--- src/sv/cfm_pkg.sv ---
// ----------------------------------------------------------------------------
// cfm_pkg
// Shared widths, character codes, micro-operation codes and the control store
// of the capture frequency meter.
// ----------------------------------------------------------------------------
package cfm_pkg;

  localparam int CAP_W       = 16;
  localparam int CLK_W       = 24;
  localparam int CHAR_W      = 6;
  localparam int DIGIT_COUNT = 5;
  localparam int BCD_W       = 4 * DIGIT_COUNT;
  localparam int BIN_W       = 16;
  localparam int CNT_W       = 5;
  localparam int PC_W        = 3;

  localparam logic [CLK_W-1:0]  CLOCK_HZ_RESET = 24'd1048576;
  localparam logic [CHAR_W-1:0] CHAR_ZERO      = 6'd48;
  localparam logic [CHAR_W-1:0] CHAR_SPACE     = 6'd32;
  localparam logic [CHAR_W-1:0] CHAR_FIVE      = 6'd53;
  localparam logic [CHAR_W-1:0] CHAR_SIX       = 6'd54;

  // micro-operations driving the datapath
  localparam logic [2:0] OP_ACCEPT = 3'd0;
  localparam logic [2:0] OP_DIV    = 3'd1;
  localparam logic [2:0] OP_CLAMP  = 3'd2;
  localparam logic [2:0] OP_BCD    = 3'd3;
  localparam logic [2:0] OP_EMIT   = 3'd4;

  // sequencing modes
  localparam logic [1:0] BR_ACCEPT = 2'd0;
  localparam logic [1:0] BR_LOOP   = 2'd1;
  localparam logic [1:0] BR_NEXT   = 2'd2;
  localparam logic [1:0] BR_WAIT   = 2'd3;

  // control store addresses
  localparam logic [PC_W-1:0] UPC_ACCEPT = 3'd0;
  localparam logic [PC_W-1:0] UPC_DIV    = 3'd1;
  localparam logic [PC_W-1:0] UPC_CLAMP  = 3'd2;
  localparam logic [PC_W-1:0] UPC_BCD    = 3'd3;
  localparam logic [PC_W-1:0] UPC_EMIT   = 3'd4;

  localparam logic [CNT_W-1:0] DIV_LAST = CNT_W'(CLK_W - 1);
  localparam logic [CNT_W-1:0] BCD_LAST = CNT_W'(BIN_W - 1);

  typedef struct packed {
    logic [2:0]       op;
    logic [1:0]       br;
    logic [PC_W-1:0]  target;
    logic [PC_W-1:0]  alt;
    logic [CNT_W-1:0] cnt_init;
  } ucode_t;

  typedef struct packed {
    logic [2:0] op;
  } ctrl_t;

  typedef struct packed {
    logic take;
    logic launch;
    logic zero;
    logic out_free;
  } sts_t;

  function automatic ucode_t ucode_rom(input logic [PC_W-1:0] pc);
    ucode_t w;
    case (pc)
      UPC_ACCEPT: w = '{OP_ACCEPT, BR_ACCEPT, UPC_DIV, UPC_EMIT, DIV_LAST};
      UPC_DIV:    w = '{OP_DIV, BR_LOOP, UPC_CLAMP, UPC_ACCEPT, '0};
      UPC_CLAMP:  w = '{OP_CLAMP, BR_NEXT, UPC_BCD, UPC_ACCEPT, BCD_LAST};
      UPC_BCD:    w = '{OP_BCD, BR_LOOP, UPC_EMIT, UPC_ACCEPT, '0};
      UPC_EMIT:   w = '{OP_EMIT, BR_WAIT, UPC_ACCEPT, UPC_ACCEPT, '0};
      default:    w = '{OP_ACCEPT, BR_NEXT, UPC_ACCEPT, UPC_ACCEPT, '0};
    endcase
    return w;
  endfunction

endpackage

--- src/sv/cfm_sequencer.sv ---
// ----------------------------------------------------------------------------
// cfm_sequencer
// Step counter, loop counter and control store; issues one micro-operation
// per cycle to the datapath.
// ----------------------------------------------------------------------------
module cfm_sequencer (
  input  logic          clk,
  input  logic          rst,
  input  cfm_pkg::sts_t sts,
  output cfm_pkg::ctrl_t ctrl
);
  import cfm_pkg::*;

  logic [PC_W-1:0]  pc;
  logic [CNT_W-1:0] cnt;
  ucode_t           word;

  assign word    = ucode_rom(pc);
  assign ctrl.op = word.op;

  always_ff @(posedge clk) begin
    if (rst) begin
      pc  <= UPC_ACCEPT;
      cnt <= '0;
    end else begin
      case (word.br)
        BR_ACCEPT: begin
          // ignored or unchanged transactions keep us here
          if (sts.take && sts.launch) begin
            pc  <= sts.zero ? word.alt : word.target;
            cnt <= word.cnt_init;
          end
        end
        BR_LOOP: begin
          if (cnt == '0) begin
            pc  <= word.target;
            cnt <= word.cnt_init;
          end else begin
            cnt <= cnt - 1'b1;
          end
        end
        BR_NEXT: begin
          pc  <= word.target;
          cnt <= word.cnt_init;
        end
        BR_WAIT: begin
          if (sts.out_free) begin
            pc  <= word.target;
            cnt <= word.cnt_init;
          end
        end
        default: begin
          pc <= UPC_ACCEPT;
        end
      endcase
    end
  end

endmodule

--- src/sv/capture_frequency_meter.sv ---
// ----------------------------------------------------------------------------
// capture_frequency_meter
// Reciprocal frequency counter: clock_hz / capture period, shown as five
// ASCII characters with leading blanks.
// Steps from input transaction to out_valid: 24 divide steps, one clamp
// step, 16 decimal conversion steps, one output load; a zero period goes
// straight to the output load, and an ignored or unchanged pair gives no result.
// The input is held off until a transaction has passed its output load, as
// the one-bit-per-cycle divider and the shift-and-add-3 converter share one
// sequencer; the output load also waits while an earlier result is stalled.
// Reset (rst, synchronous): clock_hz back to 1048576, no period recorded,
// output empty.
// ----------------------------------------------------------------------------
module capture_frequency_meter (
  input  logic                         clk,
  input  logic                         rst,
  input  logic                         in_valid,
  output logic                         in_stall,
  input  logic [cfm_pkg::CAP_W-1:0]    capture_start,
  input  logic [cfm_pkg::CAP_W-1:0]    capture_end,
  input  logic                         cfg_write,
  input  logic [cfm_pkg::CLK_W-1:0]    cfg_data,
  output logic                         out_valid,
  input  logic                         out_stall,
  output logic [cfm_pkg::CHAR_W-1:0]   digit_4,
  output logic [cfm_pkg::CHAR_W-1:0]   digit_3,
  output logic [cfm_pkg::CHAR_W-1:0]   digit_2,
  output logic [cfm_pkg::CHAR_W-1:0]   digit_1,
  output logic [cfm_pkg::CHAR_W-1:0]   digit_0,
  output logic                         zero_period,
  output logic                         saturated
);
  import cfm_pkg::*;

  ctrl_t ctrl;
  sts_t  sts;

  logic [CLK_W-1:0]  clock_hz;
  logic [CAP_W-1:0]  last_period;
  logic              have_period;

  logic [CAP_W-1:0]  period;
  logic              ignore_pair;
  logic              unchanged;
  logic              take;
  logic              emit;

  logic [CLK_W-1:0]  quot;
  logic [CAP_W-1:0]  rem;
  logic [CAP_W-1:0]  divisor;
  logic [CAP_W:0]    rem_sh;
  logic [CAP_W:0]    rem_diff;
  logic              rem_ge;
  logic              zero_flag;
  logic              sat_flag;
  logic              sat_now;
  logic [BCD_W-1:0]  bcd;
  logic [BCD_W-1:0]  bcd_adj;
  logic [CHAR_W-1:0] chars [DIGIT_COUNT];

  cfm_sequencer u_seq (
    .clk  (clk),
    .rst  (rst),
    .sts  (sts),
    .ctrl (ctrl)
  );

  assign period      = capture_end - capture_start;
  assign ignore_pair = (capture_start == '0) && (capture_end == '0);
  // within one count of the last period, compared without wrap
  assign unchanged   = have_period &&
                       ({1'b0, period} <= {1'b0, last_period} + 1'b1) &&
                       ({1'b0, period} + 1'b1 >= {1'b0, last_period});

  assign in_stall = (ctrl.op != OP_ACCEPT);
  assign take     = in_valid && !in_stall;
  assign emit     = (ctrl.op == OP_EMIT) && sts.out_free;

  assign sts.take     = take;
  assign sts.launch   = !ignore_pair && !unchanged;
  assign sts.zero     = (period == '0);
  assign sts.out_free = !out_valid || !out_stall;

  // restoring divide, one quotient bit per step
  assign rem_sh   = {rem, quot[CLK_W-1]};
  assign rem_ge   = (rem_sh >= {1'b0, divisor});
  assign rem_diff = rem_sh - {1'b0, divisor};
  assign sat_now  = |quot[CLK_W-1:BIN_W];

  always_comb begin
    for (int i = 0; i < DIGIT_COUNT; i++) begin
      bcd_adj[4*i +: 4] = (bcd[4*i +: 4] >= 4'd5) ? bcd[4*i +: 4] + 4'd3 : bcd[4*i +: 4];
    end
  end

  // leading zeros blank, units shown unless the period is zero (all blank then)
  always_comb begin
    logic lead;
    lead = 1'b1;
    for (int i = DIGIT_COUNT - 1; i >= 0; i--) begin
      lead = lead && (bcd[4*i +: 4] == 4'd0) && (i != 0);
      if (zero_flag || lead) begin
        chars[i] = CHAR_SPACE;
      end else begin
        chars[i] = CHAR_ZERO + {2'b00, bcd[4*i +: 4]};
      end
    end
  end

  always_ff @(posedge clk) begin
    if (rst) begin
      clock_hz    <= CLOCK_HZ_RESET;
      last_period <= '0;
      have_period <= 1'b0;
      out_valid   <= 1'b0;
    end else begin
      if (cfg_write) begin
        clock_hz <= cfg_data;
      end
      if (take && sts.launch) begin
        last_period <= period;
        have_period <= 1'b1;
      end
      if (emit) begin
        out_valid <= 1'b1;
      end else if (!out_stall) begin
        out_valid <= 1'b0;
      end
    end
  end

  always_ff @(posedge clk) begin
    case (ctrl.op)
      OP_ACCEPT: begin
        if (take && sts.launch) begin
          quot      <= clock_hz;
          rem       <= '0;
          divisor   <= period;
          zero_flag <= sts.zero;
          sat_flag  <= 1'b0;
          bcd       <= '0;
        end
      end
      OP_DIV: begin
        rem  <= rem_ge ? rem_diff[CAP_W-1:0] : rem_sh[CAP_W-1:0];
        quot <= {quot[CLK_W-2:0], rem_ge};
      end
      OP_CLAMP: begin
        sat_flag <= sat_now;
        quot     <= {{(CLK_W-BIN_W){1'b0}}, sat_now ? {BIN_W{1'b1}} : quot[BIN_W-1:0]};
      end
      OP_BCD: begin
        bcd  <= {bcd_adj[BCD_W-2:0], quot[BIN_W-1]};
        quot <= {quot[CLK_W-1:BIN_W], quot[BIN_W-2:0], 1'b0};
      end
      OP_EMIT: begin
        if (emit) begin
          digit_4     <= chars[4];
          digit_3     <= chars[3];
          digit_2     <= chars[2];
          digit_1     <= chars[1];
          digit_0     <= chars[0];
          zero_period <= zero_flag;
          saturated   <= sat_flag;
        end
      end
      default: begin
      end
    endcase
  end

endmodule

--- config.mk ---
export PLATFORM = sky130hd
export DESIGN_NAME = capture_frequency_meter
export DESIGN_NICKNAME = d
export VERILOG_FILES = /design/src/sv/cfm_pkg.sv /design/src/sv/cfm_sequencer.sv /design/src/sv/capture_frequency_meter.sv
export SDC_FILE = /design/constraint.sdc
export NUM_CORES = 1
export LEC_CHECK = 0
export ABC_AREA = 1
export BUFFER_PORTS_ARGS = -buffer_cell sky130_fd_sc_hd__buf_2
export CORE_MARGIN = 2
export CORE_UTILIZATION = 47
export CTS_CLUSTER_DIAMETER = 100
export DETAILED_ROUTE_END_ITERATION = 8
export GPL_TIMING_DRIVEN = 0
export PLACE_DENSITY = 0.62
export SYNTH_ARGS = -nofsm -noshare
export SYNTH_HDL_FRONTEND = slang
export SYNTH_SLANG_ARGS = --single-unit
export TNS_END_PERCENT = 100
--- constraint.sdc ---
create_clock -name clk -period 6.9 [get_ports clk]
set_input_delay 1.035 -clock clk [delete_from_list [all_inputs] [get_ports clk]]
set_output_delay 1.035 -clock clk [all_outputs]
set_load 0.005 [all_outputs]
Word-level counts from Yosys, hierarchy flattened
Index checks and enable logic that the tools add are counted.
{"block": "classes", "addsub": 15, "magnitude_cmp": 8, "eq_ne": 17, "muxes": 27, "bitwise_logic": 1, "reduce_logical": 47}
{"op": "$pmux 24 s4", "n": 1}
{"op": "$pmux 16 s5", "n": 1}
{"op": "$logic_not 16->1", "n": 3}
{"op": "$mux 16", "n": 3}
{"op": "$pmux 20 s2", "n": 1}
{"op": "$add 16x1->17 const B", "n": 2}
{"op": "$ge 17x16->1", "n": 2}
{"op": "$pmux 16 s2", "n": 1}
{"op": "$sub 16x16->16", "n": 2}
{"op": "$add 5x5->6 const A", "n": 5}
{"op": "$mux 24", "n": 1}
{"op": "$ge 4x3->1 const B", "n": 5}
{"op": "$mux 20", "n": 1}
{"op": "$pmux 5 s4", "n": 1}
{"op": "$le 16x17->1", "n": 1}
{"op": "$add 4x2->4 const B", "n": 4}
{"op": "$logic_not 4->1", "n": 4}
{"op": "$mux 4", "n": 4}
{"op": "$mux 3", "n": 5}
{"op": "$mux 5", "n": 3}
{"op": "$eq 3x2->1 const B", "n": 4}
{"op": "$pmux 3 s4", "n": 1}
{"op": "$reduce_and 2->1", "n": 6}
{"op": "$logic_and 1x1->1", "n": 10}
{"op": "other kinds (21)", "n": 44}
{"block": "word_totals", "ff_bits": 160, "in_bits": 61, "out_inout_bits": 34, "wordCells": 135}

Logic depth before layout (Yosys ltp)
{"block": "logic_depth", "ltp_word": 9, "mapped_depth": 33}

Hierarchy
Synthesis repeated with hierarchy kept, for this count alone.
{"block": "unflattened", "hier_cells": 1229, "hier_area_um2": 9819.4}
{"mod": "capture_frequency_meter", "instances": 1, "cells_per_inst": 1151, "area_per_inst_um2": 9285.2, "seq_area_each_um2": 3993.8}
{"mod": "cfm_sequencer", "instances": 1, "cells_per_inst": 78, "area_per_inst_um2": 534.3, "seq_area_each_um2": 160.2}

Worst setup path before layout
No wires, ideal clock.
{"block": "synth_timing", "kind": "input to register", "from": "in capture_end[0] (netlist name)", "to": "reg quot[0], enable pin", "arrival_ps": 5148, "t_required_ps": 6503, "path_slack_ps": 1356, "cell_stages": 26, "n_path_buf": 1, "path_cell_list": "inv_1 ha_1 fa_1 inv_1 ha_1 inv_1 nor2_1 nand3_1 nor2_2 nand3_2 nor4_1 nand3_1 xor2_1 inv_1 ha_1 nand2_1 inv_1 nand3_1 nor3_1 a21oi_1 a21boi_0 nand2_1 nand2_1 nand2_4 buf_4 a22oi_1"}
{"block": "synth_via", "elab_chain_len": 9, "word_cells_on_any_way": 14, "cone_classes": "2 x add/sub; 2 x order compare; 1 x eq/ne; 9 x reduce/logical"}
{"element": "start: declaration", "line": "capture_frequency_meter.sv:20", "text": "input logic [cfm_pkg::CAP_W-1:0] capture_end,"}
{"element": "$sub 16x16->16 *", "line": "capture_frequency_meter.sv:68", "text": "assign period = capture_end - capture_start;"}
{"element": "via period[1]", "line": "capture_frequency_meter.sv:42", "text": "logic [CAP_W-1:0] period;"}
{"element": "$add 16x1->17 / $le 16x17->1 (equally long branches)", "line": "capture_frequency_meter.sv:73, capture_frequency_meter.sv:72"}
{"element": "$ge 17x16->1 / $logic_and 1x1->1 (equally long branches)", "line": "capture_frequency_meter.sv:73, capture_frequency_meter.sv:71"}
{"element": "$logic_and 1x1->1 *", "line": "capture_frequency_meter.sv:72", "text": "({1'b0, period} <= {1'b0, last_period} + 1'b1) &&"}
{"element": "$logic_not 1->1 *", "line": "capture_frequency_meter.sv:80", "text": "assign sts.launch = !ignore_pair && !unchanged;"}
{"element": "$logic_and 1x1->1 *", "line": "capture_frequency_meter.sv:80"}
{"element": "$logic_and 1x1->1 *", "line": "capture_frequency_meter.sv:135", "text": "if (take && sts.launch) begin"}
{"element": "$ne 2x2->1 (no source line) *"}
{"element": "$reduce_and 3->1 (no source line) *"}
{"element": "end signal: assignment", "line": "capture_frequency_meter.sv:136", "text": "quot <= clock_hz;"}
{"element": "end signal: assignment", "line": "capture_frequency_meter.sv:146", "text": "quot <= {quot[CLK_W-2:0], rem_ge};"}
{"element": "end signal: assignment", "line": "capture_frequency_meter.sv:150", "text": "quot <= {{(CLK_W-BIN_W){1'b0}}, sat_now ? {BIN_W{1'b1}} : quot[BIN_W-1:0]};"}
{"element": "end: declaration", "line": "capture_frequency_meter.sv:48", "text": "logic [CLK_W-1:0] quot;"}
Mark *: on every way through the listed nets, which the timed path passes. The rest lies on a longest branch.
A chain may end at the register's enable or synchronous reset.

Worst setup path in the final report
{"block": "layout_timing", "from": "in capture_start[0] (netlist name)", "to": "reg quot[16], enable pin"}
{"block": "layout_via", "elab_chain_len": 9, "word_cells_on_any_way": 14, "cone_classes": "2 x add/sub; 2 x order compare; 1 x eq/ne; 9 x reduce/logical"}
{"element": "start: declaration", "line": "capture_frequency_meter.sv:19", "text": "input logic [cfm_pkg::CAP_W-1:0] capture_start,"}
{"element": "$sub 16x16->16 *", "line": "capture_frequency_meter.sv:68"}
{"element": "via period[1]", "line": "capture_frequency_meter.sv:42"}
{"element": "$add 16x1->17 / $le 16x17->1 (equally long branches)", "line": "capture_frequency_meter.sv:73, capture_frequency_meter.sv:72"}
{"element": "$ge 17x16->1 / $logic_and 1x1->1 (equally long branches)", "line": "capture_frequency_meter.sv:73, capture_frequency_meter.sv:71"}
{"element": "$logic_and 1x1->1 *", "line": "capture_frequency_meter.sv:72"}
{"element": "$logic_not 1->1 *", "line": "capture_frequency_meter.sv:80"}
{"element": "$logic_and 1x1->1 *", "line": "capture_frequency_meter.sv:80"}
{"element": "$logic_and 1x1->1 *", "line": "capture_frequency_meter.sv:135"}
{"element": "$ne 2x2->1 (no source line) *"}
{"element": "$reduce_and 3->1 (no source line) *"}
Marked as above.

==> impl_metrics.csv <==
group,metric,value,unit
clocking,clockBufferDepth,2,
timing,grt_setup_unrepaired,"no",
floorplanning,io_pins,95,
synth,synth.distinct_cells,49,
synth,syn_inst,1176,
synth,synthArstFlopShare,0,%
floorplanning,rows,52,
synth,synth_edf_count,105,
synth,synth_area,9720,sq um
finish,drive_gt1_share,13.6,%
pwr,ir_drop,0.207,mV
setup_path,critPathMostFrequentCell,"inv_1",
synth,ys.flop_type,"edfxtp_1",
timing,finClkSkew,0.0150,ns
clocking,cts-root-buf,"clkbuf_16",
timing,slew_violations,0,
finish,antenna_cells,0,
clocking,cts_tree,"done",
routing,dr_total_vias,7800,
timing,layout_worst_path_cycle_share,84.0,%
grt,grt_pass1_vias,7261,
place,globalplace.congestion,0.845,
pwr,power_density,377,nW/um^2
setup_path,worstPathRequired,6.94,ns
setup_path,crit-reg2reg-launch,"last_period[0]",
synth,ys_seq_area_share,42.7,%
finish,final_cell_mix,"nand2_1, inv_1, nor2_1",
finish,final_common_cell,"nand2_1",
routing,finalWirelength,20300,um
setup_path,slowest_stage,"a211oi_1",
place,io_buffers,89,
grt,grt_pass1_wl,34100,um
clocking,clk_pin_slew,0.07,ns
routing,ant_nets,0,
floorplanning,core_area,20300,sq um
run,drv_cap,0,
setup_path,critPathKind,"input pin to register",
place,hpwl,15900,um
routing,drt-initial-drc-count,426,
floorplanning,dieArea,21900,sq um
setup_path,critPathArrivalTime,5.83,ns
floorplanning,initial_core_util,47.9,%
clocking,holdBufCountCts,0,
clocking,cts_resized,0,
routing,drc,0,
floorplanning,dieHeight,148,um
pwr,p_leak,5.12,nW
clocking,clock_sinks,155,
finish,fill_cells,1904,
grt,antenna_found_initial,0,
grt,overflow,0,
outcome,status,"completed",
setup_path,cp-startpoint,"capture_start[0]",
setup_path,path_max_fanout,10,
synth,yosys_warnings,0,
place,placed_cell_area,10500,sq um
worst_hold_path,hp-class,"register to register",
setup_path,cp_num_buf_inv,6,
timing,worstMarginPinSlew,1.25,ns
timing,fin_tns_setup,0,ns
finish,syn2layout_area_growth,14.6,%
timing,max_freq,173,MHz
setup_path,startpoint_type,"input pin",
finish,final_net_count,1432,
finish,regArea,4150,sq um
clocking,cts_buffers,17,
timing,slew_headroom,16.0,%
setup_path,cpPeakStageDelay,0.98,ns
routing,routed_via_density,4.96,
finish,multi_input_area,4680,sq um
finish,design_area,11100,sq um
floorplanning,die_w,148,um
routing,drt_pass1_iterations,4,
synth,syn_area_per_cell,8.27,sq um
timing,finalHoldViolations,0,
timing,fin_hold_ws,0.468,ns
timing,period_needed,5.79,ns
clocking,post_cts_buffers,0,
setup_path,crit_family,"simple AND/OR/NAND/NOR gates",
setup_path,end_kind,"register",
clocking,clk-insertion-delay-late,0.43,ns
worst_hold_path,min-delay-start,"sat_flag",
clocking,htreeDepth,4,
grt,grtUsageTotal,19.2,%
synth,ys_ff_latch,155,
timing,setup_violations,0,
routing,drt-wirelength-per-cell,12.9,um
grt,grt_start_max_net_pins,28,
-- cells in the mapped netlist (2+ instances only) --
library cell,instances,area share (%)
nor4_1,15,0.97
nand3_2,2,0.21
buf_4,7,0.54
o21ai_1,18,0.93
or2_2,2,0.13
a21oi_2,17,1.5
nor3_1,24,1.2
o22a_1,15,1.4
clkbuf_1,17,0.66
inv_1,194,7.5
fa_1,2,0.41
xnor2_1,10,0.90
buf_6,2,0.23
nand3_1,44,2.3
ha_1,80,10
a21oi_1,68,3.5
a31oi_1,2,0.13
a21o_1,2,0.15
a211oi_1,6,0.46
nand2_2,9,0.58
nand2_4,3,0.35
nor2_1,128,4.9
inv_2,5,0.19
nand3b_1,3,0.23
o21ai_0,79,4.1
nand4_1,16,1.0
a21boi_0,2,0.15
dfxtp_1,50,10
o21a_1,4,0.31
nor2_2,2,0.13
edfxtp_1,105,32
xor2_1,30,2.7
nand2_1,197,7.6
-- cells by family after synthesis --
kind of cell	share of synthesized area, %
and+or+nand+nor	19.8
other	0.0386
AOI/OAI and AO/OA	13.2
adders and majority gates	10.7
xor gates and xnor gates	4.05
DFF	42.7
buffers and inverters	9.45
-- report_power, final --
group	switching [mW]	internal, mW
combinational	1.11	0.624
sequential	0.145	1.38
clock	0.433	0.520
total	1.69	2.52
-- final timing paths --
kind	endpoint	slack, ns	depth (start not counted)
worst max register to register	quot[16]	2.12	20
worst max-delay path	quot[16]	1.11	26
worst min register to register	saturated	0.47	0
worst min-delay path	saturated	0.47	0
-- final cells by class --
class | instances | area share (%)
buffer | 28 | 1.46
clock buffer | 17 | 3.82
timing repair buffer | 90 | 4.07
inverter | 201 | 6.78
clock inverter | 15 | 1.59
multi-input combinational | 796 | 42.0
sequential | 155 | 37.3
tap | 270 | 3.03
-- worst reg2reg max path, stage by stage, from the launching register on --
cell      delay [ns]
dfxtp_1         0.37
inv_1           0.09
nor3_1          0.34
nand3_1         0.18
nor2_1          0.20
inv_1           0.07
nor3_1          0.13
inv_1           0.09
nor3_1          0.33
nand3_1         0.16
xor2_1          0.17
ha_1            0.32
nand3_1         0.12
nor2_1          0.17
nand3_1         0.10
nand3_1         0.10
a21oi_1         0.09
nand2_1         0.12
nand2_4         0.08
buf_6           0.16
a211oi_1        0.98
-- routing by layer --
metal	up-vias	track usage (%)	share of wire, %
li1	4143	-	-
met1	3516	25.7	48
met2	119	32.6	47
met3	22	3.15	3.0
met4	0	4.71	1.2
met5	-	0	0
-- sequential cells by signal (all words and copies together) (netlist names) --
name / count
clock_hz: 24
quot: 24
bcd: 20
divisor: 16
last_period: 16
rem: 16
digit_0: 5
digit_1: 5
digit_2: 5
digit_3: 5
digit_4: 5
u_seq.cnt: 5
u_seq.pc: 3
have_period: 1
out_valid: 1
sat_flag: 1
saturated: 1
zero_flag: 1
zero_period: 1
-- through the flow --
step           std cells  util (%)  power, mW  setup slack [ns]
2_1_floorplan       1180         -       2.83              1.36
3_3_place_gp        1539      51.8       3.24             0.383
3_5_place_dp        1540      51.9       3.27             0.619
4_1_cts             1572      54.9       4.24              1.05
5_1_grt             1572      54.9       4.55             0.560
6_report            1572      54.9       4.21              1.11
Note: power is estimated with default switching activity, not from simulation.
